[config.mk]
export PLATFORM = sky130hd
export DESIGN_NAME = smcc_ctrl
export DESIGN_NICKNAME = d
export VERILOG_FILES = /design/src/rtl/core/smcc_pkg.sv /design/src/rtl/core/smcc_ctrl.sv
export SDC_FILE = /design/constraint.sdc
export NUM_CORES = 1
export LEC_CHECK = 0
export ABC_AREA = 0
export ABC_CLOCK_PERIOD_IN_PS = 1900
export BUFFER_PORTS_ARGS = -buffer_cell sky130_fd_sc_hd__buf_2
export CAP_MARGIN = 20
export CORE_AREA = 2 2 39 41
export CTS_CLUSTER_DIAMETER = 200
export DETAILED_ROUTE_END_ITERATION = 16
export DIE_AREA = 0 0 41 43
export PLACE_DENSITY = 0.55
export SETUP_SLACK_MARGIN = 0.5
export SYNTH_ARGS = -nofsm -noshare
export SYNTH_HDL_FRONTEND = slang
export SYNTH_SLANG_ARGS = --single-unit
[constraint.sdc]
create_clock -name clock -period 1.9 [get_ports clock]
set_clock_uncertainty 0.05 [all_clocks]
set_input_delay 0.19 -clock clock [delete_from_list [all_inputs] [get_ports clock]]
set_output_delay 0.19 -clock clock [all_outputs]
set_load 0.02 [all_outputs]
[src/rtl/core/smcc_pkg.sv]
package smcc_pkg;

   localparam int CACHES_DEFAULT = 4;
   localparam int LINES_DEFAULT  = 64;

   localparam int ADDR_W    = 32;
   localparam int TAG_W     = 26;
   localparam int DATA_W    = 64;
   localparam int LINE_OFS  = 6;
   localparam int CSR_W     = 3;
   localparam int MOD_STEPS = 2;

   localparam logic [1:0] KIND_READ        = 2'd0;
   localparam logic [1:0] KIND_WRITE       = 2'd1;
   localparam logic [1:0] KIND_SNOOP_READ  = 2'd2;
   localparam logic [1:0] KIND_SNOOP_WRITE = 2'd3;

   localparam logic [1:0] MODE_MSI   = 2'd0;
   localparam logic [1:0] MODE_MESI  = 2'd1;
   localparam logic [1:0] MODE_MOESI = 2'd2;

   localparam logic CSR_PROTOCOL    = 1'b0;
   localparam logic CSR_CACHE_COUNT = 1'b1;

   localparam logic [2:0] CACHE_COUNT_RESET = 3'd4;

   typedef enum logic [1:0] {
      COH_I = 2'd0,
      COH_S = 2'd1,
      COH_E = 2'd2,
      COH_M = 2'd3
   } coh_type;

   typedef struct packed {
      logic [1:0]        kind;
      logic [1:0]        requester;
      logic [ADDR_W-1:0] address;
      logic [DATA_W-1:0] write_data;
   } req_type;

   typedef struct packed {
      logic              error;
      logic              hit;
      logic              bus_transaction;
      logic [DATA_W-1:0] read_data;
      logic [1:0]        line_state;
      logic [1:0]        writeback_count;
      logic [1:0]        invalidation_count;
   } rsp_type;

   typedef struct packed {
      coh_type           coh;
      logic [TAG_W-1:0]  tag;
      logic [DATA_W-1:0] payload;
   } entry_type;

   typedef enum logic [3:0] {
      ST_CLEAR,
      ST_IDLE,
      ST_MOD,
      ST_OWN_RD,
      ST_OWN_CHK,
      ST_SCAN_RD,
      ST_SCAN_CHK,
      ST_FINISH,
      ST_RESP
   } state_type;

   typedef struct packed {
      logic load;
      logic mod_step;
      logic own_read;
      logic own_check;
      logic scan_read;
      logic scan_check;
      logic scan_next;
      logic finish;
      logic clear_step;
   } cmd_type;

   typedef struct packed {
      logic err;
      logic mod_done;
      logic own_done;
      logic scan_self;
      logic scan_last;
      logic supplied;
      logic clear_done;
   } status_type;

endpackage

[src/rtl/core/smcc_ctrl.sv]
module smcc_ctrl (
   input  logic                clock,
   input  logic                reset,
   input  logic                start,
   output logic                busy,
   output logic                rsp_valid,
   output smcc_pkg::cmd_type    cmd,
   input  smcc_pkg::status_type status
);

   smcc_pkg::state_type state_ff;
   smcc_pkg::state_type state_in;

   always_ff @(posedge clock) begin
      if (reset) begin
         state_ff <= smcc_pkg::ST_CLEAR;
      end else begin
         state_ff <= state_in;
      end
   end

   always_comb begin
      state_in = state_ff;
      case (state_ff)
         smcc_pkg::ST_CLEAR: begin
            if (status.clear_done) state_in = smcc_pkg::ST_IDLE;
         end
         smcc_pkg::ST_IDLE: begin
            if (start) state_in = smcc_pkg::ST_MOD;
         end
         smcc_pkg::ST_MOD: begin
            if (status.err) state_in = smcc_pkg::ST_RESP;
            else if (status.mod_done) state_in = smcc_pkg::ST_OWN_RD;
         end
         smcc_pkg::ST_OWN_RD: state_in = smcc_pkg::ST_OWN_CHK;
         smcc_pkg::ST_OWN_CHK: begin
            state_in = status.own_done ? smcc_pkg::ST_RESP : smcc_pkg::ST_SCAN_RD;
         end
         smcc_pkg::ST_SCAN_RD: begin
            if (!status.scan_self) state_in = smcc_pkg::ST_SCAN_CHK;
            else if (status.scan_last) state_in = smcc_pkg::ST_FINISH;
         end
         smcc_pkg::ST_SCAN_CHK: begin
            state_in = (status.supplied || status.scan_last) ? smcc_pkg::ST_FINISH
                                                             : smcc_pkg::ST_SCAN_RD;
         end
         smcc_pkg::ST_FINISH: state_in = smcc_pkg::ST_RESP;
         smcc_pkg::ST_RESP:   state_in = smcc_pkg::ST_IDLE;
         default:             state_in = smcc_pkg::ST_IDLE;
      endcase
   end

   always_comb begin
      cmd       = '0;
      busy      = 1'b1;
      rsp_valid = 1'b0;
      case (state_ff)
         smcc_pkg::ST_CLEAR: cmd.clear_step = 1'b1;
         smcc_pkg::ST_IDLE: begin
            busy     = 1'b0;
            cmd.load = start;
         end
         smcc_pkg::ST_MOD:     cmd.mod_step  = !status.err;
         smcc_pkg::ST_OWN_RD:  cmd.own_read  = 1'b1;
         smcc_pkg::ST_OWN_CHK: cmd.own_check = 1'b1;
         smcc_pkg::ST_SCAN_RD: begin
            cmd.scan_read = !status.scan_self;
            cmd.scan_next = status.scan_self;
         end
         smcc_pkg::ST_SCAN_CHK: begin
            cmd.scan_check = 1'b1;
            cmd.scan_next  = !(status.supplied || status.scan_last);
         end
         smcc_pkg::ST_FINISH: cmd.finish = 1'b1;
         smcc_pkg::ST_RESP:   rsp_valid  = 1'b1;
         default:             busy       = 1'b1;
      endcase
   end

   assert property (@(posedge clock) disable iff (reset)
      rsp_valid |=> !busy)
      else $error("response not followed by idle");
   assert property (@(posedge clock) disable iff (reset)
      (start && !busy) |=> busy && !rsp_valid)
      else $error("accepted transaction did not start work");
   assert property (@(posedge clock) disable iff (reset)
      $onehot0({cmd.own_read, cmd.scan_read, cmd.own_check, cmd.scan_check, cmd.finish,
                cmd.clear_step}))
      else $error("conflicting memory commands");

endmodule

==> results.json <==
{
  "status": "complete, no violations",
  "p_total_uw": 365.7,
  "clk_pin_slew_ns": 0.04,
  "finalWirelength_um": 1384,
  "fin_hold_ws_ns": 0.1101,
  "routabilityCongestion": 0.7061,
  "hold_violations": 0,
  "ys_warn_count": 0,
  "crit_slowest_cell": "dfxtp_4",
  "drcViolationCount": 0,
  "htreeDepth": 1,
  "portBuffers": 20,
  "grt_overflow": 0,
  "ys_types": 27,
  "worstHoldStart": "reset",
  "grt_pass1_vias": 474,
  "cts.path.max_buffers": 2,
  "io_pins": 21,
  "reg2reg_setup_slack_ns": 0.39,
  "fin_cells": 101,
  "crit_chain": "buf_4 -> mux2_1 -> o32ai_1 -> nand2_1 -> a311oi_1",
  "synth_flop_cell": "dfxtp_1",
  "wire_per_inst_um": 13.70,
  "dieArea_um2": 1763,
  "postCtsHoldBufs": 0,
  "drive_above_1_share_pct": 63.53,
  "hpwlAfterDp_um": 846.1,
  "start_util_pct": 28.84,
  "drtIter0Drc": 13,
  "cts_made_buffers": 3,
  "slew_viol_final": 0,
  "cp_data_arrival_time_ns": 1.59,
  "nets": 97,
  "fin_crit_ns": 1.512,
  "yosysTopAreaCellShare_pct": 20.06,
  "fp.dieH_um": 43,
  "drt-pass1-iter-count": 4,
  "fp.dieW_um": 41,
  "path_class": "reg2reg",
  "largestRegisters": "state_ff (4)",
  "tightestPinTransition_ns": 0.2382,
  "ys_ff_latch": 4,
  "power.static_leakage_uw": 0.0003192,
  "cap_viol_max_count": 0,
  "synthXorXnorAreaFrac_pct": 2.194,
  "synth_cells": 56,
  "yosys-top-cells-area": "dfxtp_1, nor4_1, nand2_1",
  "startpoint": "state_ff[0]",
  "end_kind": "flop",
  "rows": 14,
  "fin_crit_sh_pct": 79.56,
  "cp.required_ns": 1.98,
  "num_vias": 541,
  "hold_depth": 2,
  "ir_drop_mv": 0.2884,
  "seq_area_frac_synth_pct": 20.06,
  "synthAdderAreaFrac_pct": 0,
  "largest_reg_flops": 4,
  "syn_area_per_cell_um2": 7.127,
  "postRouteAntennaNets": 0,
  "powerDensity_nw_per_um2": 483.8,
  "syn-cell-area_um2": 399.1,
  "area_growth_pct": 89.34,
  "tns_ns": 0,
  "setup_viol": 0,
  "grt_max_degree": 11,
  "synthSimpleGateAreaFrac_pct": 44.51,
  "grt_pass1_wl_um": 1959,
  "vias_per_cell": 5.356,
  "cts_tree": "yes",
  "muxShareOfSynthArea_pct": 2.821,
  "cp_max_fo": 5,
  "dpl.cell_count": 91,
  "r2r-start": "state_ff[0]",
  "synth_commonest_cells": "nand2_1, nor2_1, nor4_1, clkbuf_1, dfxtp_1",
  "num_antenna_cells": 0,
  "antenna_found_initial": 0,
  "synth_top_family_by_area": "simple AND/OR/NAND/NOR gates",
  "core_area_um2": 1384,
  "synth_compound_area_share_pct": 21.00,
  "top_register": "state_ff",
  "synth-edff-count": 0,
  "worstSkewPairLatency_ns": 0.23,
  "max_freq_mhz": 661.5,
  "start_kind": "flop",
  "relSlewSlack_pct": 84.01,
  "rsz0062_at_grt": "true",
  "async_flop_share_pct": 0,
  "yosysTopAreaCell": "dfxtp_1",
  "grt_use_total_pct": 15.65,
  "synth_nets": 66,
  "synth.most_common_cell": "nand2_1",
  "critical_path.max_stage_delay_ns": 0.39,
  "min_path_type": "in2reg",
  "cts_root_buf": "clkbuf_4",
  "rr_worst_depth": 5,
  "cts_sinks": 4
}
-- power by group --
| part | internal (µW) | switching, µW | leakage [µW] | total, µW |
|---|---|---|---|---|
| logic | 79.6 | 80.0 | 0.000271 | 160 |
| registers | 89.0 | 11.4 | 0.0000347 | 100 |
| clock network | 70.7 | 35.0 | 0.0000138 | 106 |
| total | 239 | 126 | 0.000319 | 366 |
-- path summary, 6_finish.rpt --
kind	to
hold / removal	state_ff[1]
setup / recovery	state_ff[0]
setup reg to reg	state_ff[0]
hold reg to reg	state_ff[1]
-- timing repair --
item / in CTS / in global routing
resized for setup: 20 / 14
pin swaps: 2 / 1
setup buffers: 6 / 1
setup endpoints to repair: 12 / 10
-- stage by stage --
stage               utilization, %  area [µm²]  setup slack, ns
finish                       54.61       755.7           0.3884
CTS                          49.73       688.2           0.4039
detailed placement           39.96       553.0           0.3817
global route                 54.61       755.7           0.3366
floorplan                        -       430.4           0.3186
global placement             39.96       553.0           0.4022
-- cells in the final DEF, fill, tap and decap left out, drive strengths merged, types with 2 or more instances in the layout --
cell type,instances
and3,2
buf,31
clkbuf,3
dfxtp,4
inv,3
nand2,6
nand2b,3
nand3b,2
nor2,6
nor2b,2
nor3,2
nor3b,2
nor4,5
o21ai,2
-- final cells by class --
type                    instances  area, µm²
fillers                       128      628.1
well taps                      16      20.02
repair buffers                 31      216.5
clock buffers                   3      22.52
flip-flops and latches          4      91.34
inverters                       3      11.26
multi-input cells              44      394.1
-- critical path, delay by kind of cell, from the launching register on --
family                 cells  cell delay [ns]
and+or+nand+nor            1             0.09
muxes                      1             0.31
AOI/OAI and AO/OA          2             0.42
DFF                        1             0.39
buffers and inverters      1             0.14
-- logic make-up after synthesis --
kind of cell    after synthesis
buf+inv                       8
flops                         4
compound gates               11
simple gates                 31
mux                           1
xor+xnor                      1
-- metal layers --
layer | GRT usage (%) | vias to the layer above | wire length, µm
li1 | - | 268 | -
met1 | 21.15 | 254 | 609
met2 | 24.38 | 17 | 719
met3 | 1.571 | 2 | 46
met4 | 6.000 | 0 | 9
met5 | 0 | - | 0
Note: power is estimated with default switching activity, not from simulation.
